File: config.mk
export PLATFORM = sky130hd
export DESIGN_NAME = time_distance_slope_bound_compressor_unit_flat
export DESIGN_NICKNAME = d
export VERILOG_FILES = /design/src/sv/tdsb_pkg.sv /design/src/sv/tdsb_in_if.sv /design/src/sv/tdsb_out_if.sv /design/src/sv/time_distance_slope_bound_compressor_unit.sv /design/src/sv/tdsb_div.sv /design/src/sv/tdsb_outreg.sv /design/src/flat_wrapper.sv
export SDC_FILE = /design/constraint.sdc
export NUM_CORES = 2
export LEC_CHECK = 0
export BUFFER_PORTS_ARGS = -buffer_cell sky130_fd_sc_hd__buf_2
export CAP_MARGIN = 25
export CELL_PAD_IN_SITES_DETAIL_PLACEMENT = 0
export CELL_PAD_IN_SITES_GLOBAL_PLACEMENT = 1
export CORE_MARGIN = 2
export CORE_UTILIZATION = 40
export CTS_CLUSTER_DIAMETER = 80
export CTS_CLUSTER_SIZE = 16
export DETAILED_ROUTE_END_ITERATION = 10
export PLACE_DENSITY = 0.71
export SYNTH_ARGS = -nofsm -noshare
export SYNTH_HDL_FRONTEND = slang
export SYNTH_SLANG_ARGS = --single-unit
export TNS_END_PERCENT = 20
File: constraint.sdc
create_clock -name i_clk -period 10.4 [get_ports i_clk]
set_input_delay 2.08 -clock i_clk [delete_from_list [all_inputs] [get_ports i_clk]]
set_output_delay 2.08 -clock i_clk [all_outputs]
set_load 0.005 [all_outputs]
File: src/sv/tdsb_pkg.sv
// Shared types and constants for the time/distance slope-bound compressor.
// No dependencies; every other file in sv/ refers to this package by scope.
`timescale 1ns / 1ps

package tdsb_pkg;

    // Field widths fixed by the point and result formats
    localparam int TIME_W   = 31;
    localparam int DIST_W   = 31;
    localparam int INDEX_W  = 16;
    localparam int TOL_W    = 20;
    localparam int SPEED_W  = 48;
    // Divider operands: signed numerator, unsigned positive denominator
    localparam int NUM_W    = 33;
    localparam int DEN_W    = 32;
    localparam int CFG_IDX_W = 1;

    typedef logic [TIME_W-1:0]         t_time;
    typedef logic [DIST_W-1:0]         t_dist;
    typedef logic [INDEX_W-1:0]        t_index;
    typedef logic [TOL_W-1:0]          t_tol;
    typedef logic signed [SPEED_W-1:0] t_speed;
    typedef logic signed [NUM_W-1:0]   t_num;
    typedef logic [DEN_W-1:0]          t_den;

    localparam t_time  TIME_MAX      = 31'h7FFF_FFFF;
    localparam t_tol   TOL_RESET     = 20'd9000;
    localparam t_speed SPEED_MAX     = 48'sh7FFF_FFFF_FFFF;
    localparam t_speed SPEED_MIN     = 48'sh8000_0000_0000;
    localparam logic [SPEED_W-1:0] SPEED_MAX_MAG = 48'h7FFF_FFFF_FFFF;

    // Configuration register indexes
    typedef enum logic [CFG_IDX_W-1:0] {
        CFG_DIST_TOL = 1'b0,
        CFG_TIME_TOL = 1'b1
    } t_cfg_idx;

    // One kept point
    typedef struct packed {
        t_index kept_index;
        t_time  kept_time;
        t_dist  kept_distance;
        logic   run_end;
    } t_result;

    // Divider request / response
    typedef struct packed {
        logic start;
        t_num num;
        t_den den;
    } t_div_req;

    typedef struct packed {
        logic   busy;
        logic   done;
        t_speed quo;
    } t_div_rsp;

    typedef enum logic [1:0] {
        DV_IDLE,
        DV_LOAD,
        DV_RUN,
        DV_FIX
    } t_div_state;

    // Window narrowing steps, in issue order
    typedef enum logic [1:0] {
        NOP_LO_DIST,
        NOP_UP_DIST,
        NOP_LO_TIME,
        NOP_UP_TIME
    } t_nar_op;

    typedef enum logic [3:0] {
        S_IDLE,
        S_FIRST,
        S_PREP,
        S_CHECK,
        S_SPEED,
        S_CHKW,
        S_BREAK,
        S_NSTART,
        S_NWAIT,
        S_FINISH
    } t_seq_state;

endpackage

File: src/sv/tdsb_in_if.sv
// Point input channel: valid/ready handshake with the point payload.
// Depends on tdsb_pkg for field types.
`timescale 1ns / 1ps

interface tdsb_in_if;
    logic           valid;
    logic           ready;
    tdsb_pkg::t_time point_time;
    tdsb_pkg::t_dist point_distance;
    logic           final_point;

    modport source (output valid, point_time, point_distance, final_point, input ready);
    modport sink   (input valid, point_time, point_distance, final_point, output ready);
endinterface

File: src/sv/tdsb_out_if.sv
// Kept-point output channel: valid/ready handshake with the result payload.
// Depends on tdsb_pkg for field types.
`timescale 1ns / 1ps

interface tdsb_out_if;
    logic             valid;
    logic             ready;
    tdsb_pkg::t_index kept_index;
    tdsb_pkg::t_time  kept_time;
    tdsb_pkg::t_dist  kept_distance;
    logic             run_end;

    modport source (output valid, kept_index, kept_time, kept_distance, run_end, input ready);
    modport sink   (input valid, kept_index, kept_time, kept_distance, run_end, output ready);
endinterface

File: src/sv/time_distance_slope_bound_compressor_unit.sv
// Time/distance slope-bound trajectory compressor. One point is taken per input
// beat; the block then works on it alone and raises ready again when done. Each
// point after the first takes one pass of the shared divider per speed it
// computes: the check of the anchor speed and up to four window-narrowing
// quotients, so up to five passes. A pass loads the operands, produces one
// quotient bit per cycle over a 33 + SPEED_FRACTION_BITS bit dividend, then
// applies the fix-up and hands the result back. A point that breaks the
// window or ends the trajectory also waits for the output register to be free.
// Each kept point leaves as one output beat; at most two beats per point.
// Depends on tdsb_pkg, tdsb_in_if, tdsb_out_if, tdsb_div and tdsb_outreg.
`timescale 1ns / 1ps

module time_distance_slope_bound_compressor_unit #(
    parameter int SPEED_FRACTION_BITS = 16
) (
    input  logic                             i_clk,
    input  logic                             i_rst_n,
    input  logic                             i_cfg_we,
    input  logic [tdsb_pkg::CFG_IDX_W-1:0]   i_cfg_idx,
    input  logic [tdsb_pkg::TOL_W-1:0]       i_cfg_data,
    tdsb_in_if.sink                          i_pt,
    tdsb_out_if.source                       o_kept
);

    tdsb_pkg::t_seq_state r_state, n_state;
    tdsb_pkg::t_tol       r_dist_tol, r_time_tol;
    tdsb_pkg::t_time      r_cur_t, n_cur_t;
    tdsb_pkg::t_dist      r_cur_d, n_cur_d;
    logic                 r_fin, n_fin;
    tdsb_pkg::t_time      r_anc_t, n_anc_t;
    tdsb_pkg::t_dist      r_anc_d, n_anc_d;
    tdsb_pkg::t_time      r_prev_t, n_prev_t;
    tdsb_pkg::t_dist      r_prev_d, n_prev_d;
    tdsb_pkg::t_speed     r_upper, n_upper;
    tdsb_pkg::t_speed     r_lower, n_lower;
    tdsb_pkg::t_index     r_cnt, n_cnt;
    tdsb_pkg::t_index     r_idx, n_idx;
    logic                 r_started, n_started;
    tdsb_pkg::t_time      r_td, n_td;
    tdsb_pkg::t_dist      r_dd, n_dd;
    tdsb_pkg::t_nar_op    r_op, n_op;

    tdsb_pkg::t_div_req   w_div_req;
    tdsb_pkg::t_div_rsp   w_div_rsp;
    tdsb_pkg::t_result    w_beat;
    logic                 w_load;
    logic                 w_free;
    logic                 w_accept;

    tdsb_pkg::t_num       w_dd_n;
    tdsb_pkg::t_num       w_dtol_n;
    tdsb_pkg::t_den       w_td_n;
    tdsb_pkg::t_den       w_ttol_n;

    assign i_pt.ready = (r_state == tdsb_pkg::S_IDLE);
    assign w_accept   = i_pt.valid && i_pt.ready;

    // Operand extensions for the divider
    assign w_dd_n   = {2'b00, r_dd};
    assign w_dtol_n = {{(tdsb_pkg::NUM_W - tdsb_pkg::TOL_W){1'b0}}, r_dist_tol};
    assign w_td_n   = {1'b0, r_td};
    assign w_ttol_n = {{(tdsb_pkg::DEN_W - tdsb_pkg::TOL_W){1'b0}}, r_time_tol};

    // Shared divider
    tdsb_div #(
        .FRAC_BITS (SPEED_FRACTION_BITS)
    ) u_div (
        .i_clk   (i_clk),
        .i_rst_n (i_rst_n),
        .i_req   (w_div_req),
        .o_rsp   (w_div_rsp)
    );

    // Output register
    tdsb_outreg u_out (
        .i_clk   (i_clk),
        .i_rst_n (i_rst_n),
        .i_load  (w_load),
        .i_beat  (w_beat),
        .o_free  (w_free),
        .o_kept  (o_kept)
    );

    // Sequencer: next state, datapath updates and unit requests
    always_comb begin
        n_state   = r_state;
        n_cur_t   = r_cur_t;
        n_cur_d   = r_cur_d;
        n_fin     = r_fin;
        n_anc_t   = r_anc_t;
        n_anc_d   = r_anc_d;
        n_prev_t  = r_prev_t;
        n_prev_d  = r_prev_d;
        n_upper   = r_upper;
        n_lower   = r_lower;
        n_cnt     = r_cnt;
        n_idx     = r_idx;
        n_started = r_started;
        n_td      = r_td;
        n_dd      = r_dd;
        n_op      = r_op;
        w_div_req = '{start: 1'b0, num: w_dd_n, den: w_td_n};
        w_load    = 1'b0;
        w_beat    = '{kept_index: r_idx, kept_time: r_cur_t,
                      kept_distance: r_cur_d, run_end: r_fin};

        unique case (r_state)
            tdsb_pkg::S_IDLE: begin
                if (w_accept) begin
                    n_cur_t = i_pt.point_time;
                    n_cur_d = i_pt.point_distance;
                    n_fin   = i_pt.final_point;
                    n_state = r_started ? tdsb_pkg::S_PREP : tdsb_pkg::S_FIRST;
                end
            end
            // First point of a trajectory: emit and anchor
            tdsb_pkg::S_FIRST: begin
                if (w_free) begin
                    w_load          = 1'b1;
                    w_beat.kept_index = '0;
                    n_anc_t   = r_cur_t;
                    n_anc_d   = r_cur_d;
                    n_prev_t  = r_cur_t;
                    n_prev_d  = r_cur_d;
                    n_upper   = tdsb_pkg::SPEED_MAX;
                    n_lower   = tdsb_pkg::SPEED_MIN;
                    n_cnt     = r_fin ? '0 : tdsb_pkg::t_index'(1);
                    n_started = !r_fin;
                    n_state   = tdsb_pkg::S_IDLE;
                end
            end
            // Force distance non-decreasing and time strictly increasing
            tdsb_pkg::S_PREP: begin
                if (r_cur_d < r_prev_d) begin
                    n_cur_d = r_prev_d;
                end
                if (r_cur_t <= r_prev_t) begin
                    n_cur_t = (r_prev_t != tdsb_pkg::TIME_MAX)
                            ? r_prev_t + tdsb_pkg::t_time'(1) : tdsb_pkg::TIME_MAX;
                end
                n_idx   = r_cnt;
                n_state = tdsb_pkg::S_CHECK;
            end
            tdsb_pkg::S_CHECK: begin
                n_td    = r_cur_t - r_anc_t;
                n_dd    = r_cur_d - r_anc_d;
                n_state = tdsb_pkg::S_SPEED;
            end
            // Speed from the anchor
            tdsb_pkg::S_SPEED: begin
                if (r_td == '0) begin
                    n_state = tdsb_pkg::S_FINISH;
                end else begin
                    w_div_req.start = 1'b1;
                    n_state         = tdsb_pkg::S_CHKW;
                end
            end
            tdsb_pkg::S_CHKW: begin
                if (w_div_rsp.done) begin
                    if (w_div_rsp.quo < r_lower || w_div_rsp.quo > r_upper) begin
                        n_state = tdsb_pkg::S_BREAK;
                    end else begin
                        n_op    = tdsb_pkg::NOP_LO_DIST;
                        n_state = tdsb_pkg::S_NSTART;
                    end
                end
            end
            // Window broken: emit the previous point and re-anchor on it
            tdsb_pkg::S_BREAK: begin
                if (w_free) begin
                    w_load = 1'b1;
                    w_beat = '{kept_index: r_idx - tdsb_pkg::t_index'(1),
                               kept_time: r_prev_t, kept_distance: r_prev_d,
                               run_end: 1'b0};
                    n_anc_t = r_prev_t;
                    n_anc_d = r_prev_d;
                    n_upper = tdsb_pkg::SPEED_MAX;
                    n_lower = tdsb_pkg::SPEED_MIN;
                    n_td    = r_cur_t - r_prev_t;
                    n_dd    = r_cur_d - r_prev_d;
                    n_op    = tdsb_pkg::NOP_LO_DIST;
                    n_state = tdsb_pkg::S_NSTART;
                end
            end
            // Issue one narrowing quotient
            tdsb_pkg::S_NSTART: begin
                if (r_td == '0) begin
                    n_state = tdsb_pkg::S_FINISH;
                end else begin
                    w_div_req.start = 1'b1;
                    n_state         = tdsb_pkg::S_NWAIT;
                    unique case (r_op)
                        tdsb_pkg::NOP_LO_DIST: w_div_req.num = w_dd_n - w_dtol_n;
                        tdsb_pkg::NOP_UP_DIST: w_div_req.num = w_dd_n + w_dtol_n;
                        tdsb_pkg::NOP_LO_TIME: w_div_req.den = w_td_n + w_ttol_n;
                        tdsb_pkg::NOP_UP_TIME: begin
                            if (w_td_n > w_ttol_n) begin
                                w_div_req.den = w_td_n - w_ttol_n;
                            end else begin
                                w_div_req.start = 1'b0;
                                n_state         = tdsb_pkg::S_FINISH;
                            end
                        end
                        default: n_state = tdsb_pkg::S_FINISH;
                    endcase
                end
            end
            // Fold the quotient into the window
            tdsb_pkg::S_NWAIT: begin
                if (w_div_rsp.done) begin
                    n_state = tdsb_pkg::S_NSTART;
                    unique case (r_op)
                        tdsb_pkg::NOP_LO_DIST: begin
                            if (w_div_rsp.quo > r_lower) n_lower = w_div_rsp.quo;
                            n_op = tdsb_pkg::NOP_UP_DIST;
                        end
                        tdsb_pkg::NOP_UP_DIST: begin
                            if (w_div_rsp.quo < r_upper) n_upper = w_div_rsp.quo;
                            n_op = tdsb_pkg::NOP_LO_TIME;
                        end
                        tdsb_pkg::NOP_LO_TIME: begin
                            if (w_div_rsp.quo > r_lower) n_lower = w_div_rsp.quo;
                            n_op = tdsb_pkg::NOP_UP_TIME;
                        end
                        tdsb_pkg::NOP_UP_TIME: begin
                            if (w_div_rsp.quo < r_upper) n_upper = w_div_rsp.quo;
                            n_state = tdsb_pkg::S_FINISH;
                        end
                        default: n_state = tdsb_pkg::S_FINISH;
                    endcase
                end
            end
            // Commit the point; the final one is always kept
            tdsb_pkg::S_FINISH: begin
                n_prev_t = r_cur_t;
                n_prev_d = r_cur_d;
                if (r_fin) begin
                    if (w_free) begin
                        w_load    = 1'b1;
                        n_cnt     = '0;
                        n_started = 1'b0;
                        n_state   = tdsb_pkg::S_IDLE;
                    end
                end else begin
                    n_cnt   = r_cnt + tdsb_pkg::t_index'(1);
                    n_state = tdsb_pkg::S_IDLE;
                end
            end
            default: n_state = tdsb_pkg::S_IDLE;
        endcase
    end

    // State register and trajectory state
    always_ff @(posedge i_clk) begin
        if (!i_rst_n) begin
            r_state   <= tdsb_pkg::S_IDLE;
            r_started <= 1'b0;
            r_cnt     <= '0;
            r_anc_t   <= '0;
            r_anc_d   <= '0;
            r_prev_t  <= '0;
            r_prev_d  <= '0;
            r_upper   <= tdsb_pkg::SPEED_MAX;
            r_lower   <= tdsb_pkg::SPEED_MIN;
        end else begin
            r_state   <= n_state;
            r_started <= n_started;
            r_cnt     <= n_cnt;
            r_anc_t   <= n_anc_t;
            r_anc_d   <= n_anc_d;
            r_prev_t  <= n_prev_t;
            r_prev_d  <= n_prev_d;
            r_upper   <= n_upper;
            r_lower   <= n_lower;
        end
    end

    // Working registers of the current point
    always_ff @(posedge i_clk) begin
        r_cur_t <= n_cur_t;
        r_cur_d <= n_cur_d;
        r_fin   <= n_fin;
        r_idx   <= n_idx;
        r_td    <= n_td;
        r_dd    <= n_dd;
        r_op    <= n_op;
    end

    // Configuration registers
    always_ff @(posedge i_clk) begin
        if (!i_rst_n) begin
            r_dist_tol <= tdsb_pkg::TOL_RESET;
            r_time_tol <= tdsb_pkg::TOL_RESET;
        end else if (i_cfg_we) begin
            unique case (tdsb_pkg::t_cfg_idx'(i_cfg_idx))
                tdsb_pkg::CFG_DIST_TOL: r_dist_tol <= i_cfg_data;
                tdsb_pkg::CFG_TIME_TOL: r_time_tol <= i_cfg_data;
                default: ;
            endcase
        end
    end

    // Checks
    a_accept_next: assert property (@(posedge i_clk) disable iff (!i_rst_n)
        w_accept |=> (r_state == tdsb_pkg::S_PREP || r_state == tdsb_pkg::S_FIRST))
        else $error("accepted beat not taken into work");

    a_div_free: assert property (@(posedge i_clk) disable iff (!i_rst_n)
        w_div_req.start |-> !w_div_rsp.busy)
        else $error("divider started while busy");

    a_out_free: assert property (@(posedge i_clk) disable iff (!i_rst_n)
        w_load |-> w_free)
        else $error("output register overwritten");

    a_nwait_td: assert property (@(posedge i_clk) disable iff (!i_rst_n)
        (r_state == tdsb_pkg::S_NWAIT) |-> (r_td != '0))
        else $error("narrowing with zero time difference");

endmodule

File: src/sv/tdsb_div.sv
// Shared restoring divider: floor(num * 2^FRAC_BITS / den), saturated to speed.
// One quotient bit per cycle. Depends on tdsb_pkg.
`timescale 1ns / 1ps

module tdsb_div #(
    parameter int FRAC_BITS = 16
) (
    input  logic                i_clk,
    input  logic                i_rst_n,
    input  tdsb_pkg::t_div_req  i_req,
    output tdsb_pkg::t_div_rsp  o_rsp
);

    localparam int DW = tdsb_pkg::NUM_W + FRAC_BITS;
    localparam int CW = $clog2(DW + 1);
    localparam int QW = (DW > tdsb_pkg::SPEED_W) ? DW + 1 : tdsb_pkg::SPEED_W + 1;
    localparam logic [QW-1:0] POS_LIM =
        {{(QW - tdsb_pkg::SPEED_W){1'b0}}, tdsb_pkg::SPEED_MAX_MAG};
    localparam logic [QW-1:0] NEG_LIM = POS_LIM + {{(QW - 1){1'b0}}, 1'b1};

    tdsb_pkg::t_div_state r_st, n_st;
    tdsb_pkg::t_num       r_num, n_num;
    tdsb_pkg::t_den       r_den, n_den;
    logic [DW-1:0]        r_dvd, n_dvd;
    tdsb_pkg::t_den       r_rem, n_rem;
    logic [CW-1:0]        r_cnt, n_cnt;
    logic                 r_neg, n_neg;
    tdsb_pkg::t_speed     r_quo, n_quo;
    logic                 r_done, n_done;

    logic [tdsb_pkg::NUM_W-1:0]   w_mag;
    logic [tdsb_pkg::DEN_W:0]     w_rem_sh;
    logic [tdsb_pkg::DEN_W:0]     w_rem_sub;
    logic                         w_ge;
    logic [QW-1:0]                w_m;
    logic [tdsb_pkg::SPEED_W-1:0] w_m_lo;

    // Operand magnitude and one restoring step
    assign w_mag     = r_num[tdsb_pkg::NUM_W-1] ? tdsb_pkg::NUM_W'(-r_num)
                                                : tdsb_pkg::NUM_W'(r_num);
    assign w_rem_sh  = {r_rem, r_dvd[DW-1]};
    assign w_ge      = w_rem_sh >= {1'b0, r_den};
    assign w_rem_sub = w_rem_sh - {1'b0, r_den};

    // Floor correction for negative numerators: -(q + (rem != 0))
    assign w_m    = {{(QW - DW){1'b0}}, r_dvd}
                  + {{(QW - 1){1'b0}}, (r_neg && (r_rem != '0))};
    assign w_m_lo = w_m[tdsb_pkg::SPEED_W-1:0];

    // Sequencer
    always_comb begin
        n_st   = r_st;
        n_num  = r_num;
        n_den  = r_den;
        n_dvd  = r_dvd;
        n_rem  = r_rem;
        n_cnt  = r_cnt;
        n_neg  = r_neg;
        n_quo  = r_quo;
        n_done = 1'b0;
        unique case (r_st)
            tdsb_pkg::DV_IDLE: begin
                if (i_req.start) begin
                    n_num = i_req.num;
                    n_den = i_req.den;
                    n_st  = tdsb_pkg::DV_LOAD;
                end
            end
            tdsb_pkg::DV_LOAD: begin
                n_neg = r_num[tdsb_pkg::NUM_W-1];
                n_dvd = {w_mag, {FRAC_BITS{1'b0}}};
                n_rem = '0;
                n_cnt = CW'(DW);
                n_st  = tdsb_pkg::DV_RUN;
            end
            tdsb_pkg::DV_RUN: begin
                n_rem = w_ge ? w_rem_sub[tdsb_pkg::DEN_W-1:0]
                             : w_rem_sh[tdsb_pkg::DEN_W-1:0];
                n_dvd = {r_dvd[DW-2:0], w_ge};
                n_cnt = r_cnt - CW'(1);
                if (r_cnt == CW'(1)) begin
                    n_st = tdsb_pkg::DV_FIX;
                end
            end
            tdsb_pkg::DV_FIX: begin
                if (!r_neg) begin
                    n_quo = (w_m > POS_LIM) ? tdsb_pkg::SPEED_MAX
                                            : tdsb_pkg::t_speed'(w_m_lo);
                end else begin
                    n_quo = (w_m > NEG_LIM) ? tdsb_pkg::SPEED_MIN
                                            : tdsb_pkg::t_speed'(~w_m_lo + 48'd1);
                end
                n_done = 1'b1;
                n_st   = tdsb_pkg::DV_IDLE;
            end
            default: n_st = tdsb_pkg::DV_IDLE;
        endcase
    end

    // Control registers
    always_ff @(posedge i_clk) begin
        if (!i_rst_n) begin
            r_st   <= tdsb_pkg::DV_IDLE;
            r_done <= 1'b0;
            r_cnt  <= '0;
        end else begin
            r_st   <= n_st;
            r_done <= n_done;
            r_cnt  <= n_cnt;
        end
    end

    // Datapath registers
    always_ff @(posedge i_clk) begin
        r_num <= n_num;
        r_den <= n_den;
        r_dvd <= n_dvd;
        r_rem <= n_rem;
        r_neg <= n_neg;
        r_quo <= n_quo;
    end

    assign o_rsp.busy = (r_st != tdsb_pkg::DV_IDLE);
    assign o_rsp.done = r_done;
    assign o_rsp.quo  = r_quo;

    // Checks
    a_run_cnt: assert property (@(posedge i_clk) disable iff (!i_rst_n)
        (r_st == tdsb_pkg::DV_RUN) |-> (r_cnt != '0))
        else $error("divider running with zero step count");

    a_done_src: assert property (@(posedge i_clk) disable iff (!i_rst_n)
        r_done |-> $past(r_st == tdsb_pkg::DV_FIX))
        else $error("divider done without a fix-up step");

    a_start_load: assert property (@(posedge i_clk) disable iff (!i_rst_n)
        (r_st == tdsb_pkg::DV_IDLE && i_req.start) |=> (r_st == tdsb_pkg::DV_LOAD))
        else $error("divider ignored a start");

endmodule

File: src/sv/tdsb_outreg.sv
// Output holding register: one kept-point beat, freed as the sink takes it.
// Depends on tdsb_pkg and tdsb_out_if.
`timescale 1ns / 1ps

module tdsb_outreg (
    input  logic              i_clk,
    input  logic              i_rst_n,
    input  logic              i_load,
    input  tdsb_pkg::t_result i_beat,
    output logic              o_free,
    tdsb_out_if.source        o_kept
);

    logic              r_valid;
    tdsb_pkg::t_result r_beat;

    // Slot can take a new beat when empty or being drained this cycle
    assign o_free = !r_valid || o_kept.ready;

    always_ff @(posedge i_clk) begin
        if (!i_rst_n) begin
            r_valid <= 1'b0;
        end else if (i_load) begin
            r_valid <= 1'b1;
        end else if (o_kept.ready) begin
            r_valid <= 1'b0;
        end
    end

    always_ff @(posedge i_clk) begin
        if (i_load) begin
            r_beat <= i_beat;
        end
    end

    assign o_kept.valid         = r_valid;
    assign o_kept.kept_index    = r_beat.kept_index;
    assign o_kept.kept_time     = r_beat.kept_time;
    assign o_kept.kept_distance = r_beat.kept_distance;
    assign o_kept.run_end       = r_beat.run_end;

endmodule

File: src/flat_wrapper.sv
// flat-port wrapper written by rule: the top's interface ports become plain ports
module time_distance_slope_bound_compressor_unit_flat 
#(
    parameter int SPEED_FRACTION_BITS = 16
)
  (i_clk, i_rst_n, i_cfg_we, i_cfg_idx, i_cfg_data, i_pt_valid, i_pt_point_time, i_pt_point_distance, i_pt_final_point, i_pt_ready, o_kept_valid, o_kept_kept_index, o_kept_kept_time, o_kept_kept_distance, o_kept_run_end, o_kept_ready);
  tdsb_in_if i_pt_i ();
  tdsb_out_if o_kept_i ();
  input  logic i_clk;
  input  logic i_rst_n;
  input  logic i_cfg_we;
  input  logic [tdsb_pkg::CFG_IDX_W-1:0] i_cfg_idx;
  input  logic [tdsb_pkg::TOL_W-1:0] i_cfg_data;
  input wire logic [$bits(i_pt_i.valid)-1:0] i_pt_valid;
  input wire logic [$bits(i_pt_i.point_time)-1:0] i_pt_point_time;
  input wire logic [$bits(i_pt_i.point_distance)-1:0] i_pt_point_distance;
  input wire logic [$bits(i_pt_i.final_point)-1:0] i_pt_final_point;
  output wire logic [$bits(i_pt_i.ready)-1:0] i_pt_ready;
  output wire logic [$bits(o_kept_i.valid)-1:0] o_kept_valid;
  output wire logic [$bits(o_kept_i.kept_index)-1:0] o_kept_kept_index;
  output wire logic [$bits(o_kept_i.kept_time)-1:0] o_kept_kept_time;
  output wire logic [$bits(o_kept_i.kept_distance)-1:0] o_kept_kept_distance;
  output wire logic [$bits(o_kept_i.run_end)-1:0] o_kept_run_end;
  input wire logic [$bits(o_kept_i.ready)-1:0] o_kept_ready;
  assign i_pt_i.valid = i_pt_valid;
  assign i_pt_i.point_time = i_pt_point_time;
  assign i_pt_i.point_distance = i_pt_point_distance;
  assign i_pt_i.final_point = i_pt_final_point;
  assign i_pt_ready = i_pt_i.ready;
  assign o_kept_valid = o_kept_i.valid;
  assign o_kept_kept_index = o_kept_i.kept_index;
  assign o_kept_kept_time = o_kept_i.kept_time;
  assign o_kept_kept_distance = o_kept_i.kept_distance;
  assign o_kept_run_end = o_kept_i.run_end;
  assign o_kept_i.ready = o_kept_ready;
  time_distance_slope_bound_compressor_unit #(.SPEED_FRACTION_BITS(SPEED_FRACTION_BITS)) u_core (.i_clk(i_clk), .i_rst_n(i_rst_n), .i_cfg_we(i_cfg_we), .i_cfg_idx(i_cfg_idx), .i_cfg_data(i_cfg_data), .i_pt(i_pt_i), .o_kept(o_kept_i));
endmodule
==> results.cfg <==
[final_layout]
final_cell_mix = 706 x nand2_1, 480 x a21oi_1, 417 x edfxtp_1, 412 x o21ai_0, 400 x inv_1
drive_gt1_frac = 0.0680
final_net_count = 6077
final_cells = 7293
postLayoutCoreUtil = 0.436
layout_commonest_cell = nand2_1
syn2layout_area_growth_pct = 8.56

[grt]
grt_pass1_wl_um = 223000
grt.overflow.total = 0
antenna_found_initial = 4
first_global_vias = 38500
grt_usage = 0.227
grt_max_degree = 184

[yosys]
ys.flop_type = edfxtp_1
syn_nets = 6104
syn_avg_cell_area_um2 = 8.48
ys_ff_latch = 708
yosys_warnings = 0
synthArstFlopShare = 0
synthCells = 5656
synth-edff-count = 417
yosysSeqAreaShare = 0.383
syn_area_um2 = 48000
synth_cell_type_count = 96

[hold_path]
holdPathStages = 2
hold_end = u_core.r_prev_d[3]
min_from = u_core.r_prev_d[3]
worstHoldPathType = flip-flop to flip-flop

[power_and_ir_drop]
p_leak_nw = 19.8
vdd.ir_drop.worst_v = 0.000147
powerDensity_nw_per_um2 = 162

[clocking]
cts_tree = done
clock_sinks = 708
ctsResizeCount = 0
h-tree-depth = 2
cts_buffer_depth = 3
cts_hold_buffers = 0
cts_inserted_buffers = 58
cts_root_buffer = clkbuf_16
clkTransAtPathRegs_ns = 0.08
post_cts_buffers = 0
insertion_delay_ns = 0.71

[place]
place_inst = 7181
portBuffers = 169
hpwl_um = 103000
gp_congestion = 0.893

[worst_setup_path]
r2r_end = u_core.u_div.r_quo[13]
cp.arrival_ns = 7.15
reg2reg_slack_ns = 3.75
r2r_start = u_core.u_div.r_neg
critical-path-max-stage-delay_ns = 0.63
cp-start-kind = flip-flop
crit_buf_inv = 4
critical_path.max_fanout = 77
crit_slowest_cell = buf_4
cp.required_ns = 10.89
rr_worst_depth = 17
end_kind = flip-flop
worstSetupStartpoint = u_core.u_div.r_neg
path_class = flip-flop to flip-flop
crit_chain = buf_4 > inv_1 > nor2_1 > ha_1 > ha_1 > and3_1 > nand4_1 > nor3_1 > o311ai_0 > a21oi_1 > or4b_1 > nor4_1 > a31o_1 > buf_16 > nor2_1 > buf_4 > a311oi_1
cpLargestDelayFamily = simple AND/OR/NAND/NOR gates

[floorplanning]
die_area_um2 = 123000
coreArea_um2 = 119000
rows = 127
start_util = 0.401
die_h_um = 350
io_pins = 170
die_x_um = 350

[detailed_routing]
drc = 0
antenna_left = 0
totalWireLength_um = 142000
routedWlPerCell_um = 19.4
via_count = 41000
drt_iter0_drc = 3394
dr.pass1.iters = 5
viasPerCell = 5.62

[sta]
rsz0062_at_grt = no
period_share = 0.640
final-setup-viol-count = 0
fin_crit_ns = 6.65
final_hold_viol_count = 0
tns_ns = 0
max_slew_margin = 0.323
slew_violations = 0
worst_slew_pin_slew_ns = 1.02
finClkSkew_ns = 0.0508
fmax_mhz = 150

[flow_run]
drv_cap = 0

[run_status]
status = finished clean
worst min-delay path: stages (launching register included):
cell and delay [ns]:
dfxtp_1 0.31, nand2_1 0.05, a21oi_1 0.05
layer usage:
metal / wire length (µm) / global-route usage
met1: 68300 / 0.325
met2: 60800 / 0.350
met3: 6990 / 0.0254
met4: 5470 / 0.0857
met5: 0 / 0
registers in the layout, summed over array words and instances (netlist names), 16 cells and up:
| signal | count |
|---|---|
| u_core.r_cur_d | 31 |
| u_core.u_div.r_dvd | 49 |
| u_core.u_out.o_kept.kept_index | 16 |
| u_core.r_cnt | 16 |
| u_core.u_div.r_rem | 32 |
| u_core.r_idx | 16 |
| u_core.r_cur_t | 31 |
| u_core.r_anc_d | 31 |
| u_core.r_upper | 48 |
| u_core.u_out.o_kept.kept_distance | 31 |
| u_core.r_prev_d | 31 |
| u_core.r_prev_t | 31 |
| u_core.r_dist_tol | 20 |
| u_core.r_time_tol | 20 |
| u_core.u_out.o_kept.kept_time | 31 |
| u_core.r_anc_t | 31 |
| u_core.u_div.r_quo | 48 |
| u_core.r_td | 31 |
| u_core.u_div.r_den | 32 |
| u_core.r_lower | 48 |
| u_core.r_dd | 31 |
| u_core.u_div.r_num | 33 |
Yosys cell counts, types with 45 or more instances:
library cell	count	area (µm²)
nor2_1	391	1470
and2_1	45	282
edfxtp_1	417	12500
o211ai_1	94	706
a31oi_1	99	619
nand2_1	708	2660
o31ai_1	50	375
and3_1	63	394
xnor2_1	140	1230
ha_1	350	4380
a21oi_1	483	2420
a211oi_1	46	345
inv_1	401	1510
nor3_1	103	515
nand3_1	124	621
dfxtp_1	291	5830
xor2_1	117	1020
o21ai_0	412	2060
or3_1	101	632
nand2b_1	67	419
nand4_1	70	438
nor4_1	86	538
a21o_1	154	1160
clkbuf_1	267	1000
cell type report:
| cell class | instances | area, µm² |
|---|---|---|
| clock buffer | 90 | 1620 |
| tap | 1612 | 2020 |
| multi-input combinational | 4242 | 27100 |
| fill | 12000 | 67400 |
| inverter | 403 | 1520 |
| clock inverter | 20 | 236 |
| sequential | 708 | 18300 |
| antenna | 2 | 5.00 |
| timing repair buffer | 216 | 1230 |
per-stage QoR:
| stage | setup WS, ns | hold WS, ns | instance area, µm² | total power, mW |
|---|---|---|---|---|
| after global routing | 3.24 | 0.464 | 52100 | 8.96 |
| after CTS | 3.83 | 0.453 | 52100 | 8.51 |
| after floorplan | 2.44 | 0.428 | 48000 | 5.48 |
| after global placement | 3.49 | 0.437 | 50200 | 6.19 |
| final | 3.75 | 0.451 | 52100 | 8.44 |
| after detailed placement | 3.85 | 0.443 | 50200 | 6.21 |
how the worst max path moves through the flow:
stage | cells past startpoint | endpoint | slack [ns]
detailed placement | 17 | u_core.u_div.r_quo[13] | 3.85
finish | 17 | u_core.u_div.r_quo[13] | 3.75
floorplan | 7 | u_core.r_dd[0] | 2.44
global placement | 16 | u_core.u_div.r_quo[21] | 3.49
CTS | 17 | u_core.u_div.r_quo[13] | 3.83
global route | 17 | u_core.u_div.r_quo[13] | 3.24
cell families (layout without fill, tap and decap cells):
family	Yosys count	count (layout)	share of synthesized area
AO/OA/AOI/OAI	1680	1680	0.221
XOR/XNOR	257	257	0.0469
adder cells (fa/ha/maj)	359	359	0.0951
buffers and inverters	706	729	0.0559
flip-flops	708	708	0.383
multiplexers	48	48	0.0102
other	0	2	0
AND/OR/NAND/NOR	1898	1898	0.188
power breakdown:
| group | switching [mW] | total, mW | internal [mW] |
|---|---|---|---|
| sequential | 0.241 | 3.57 | 3.33 |
| combinational | 1.62 | 2.60 | 0.987 |
| clock | 1.15 | 2.27 | 1.12 |
Note: power is estimated with default switching activity, not from simulation.
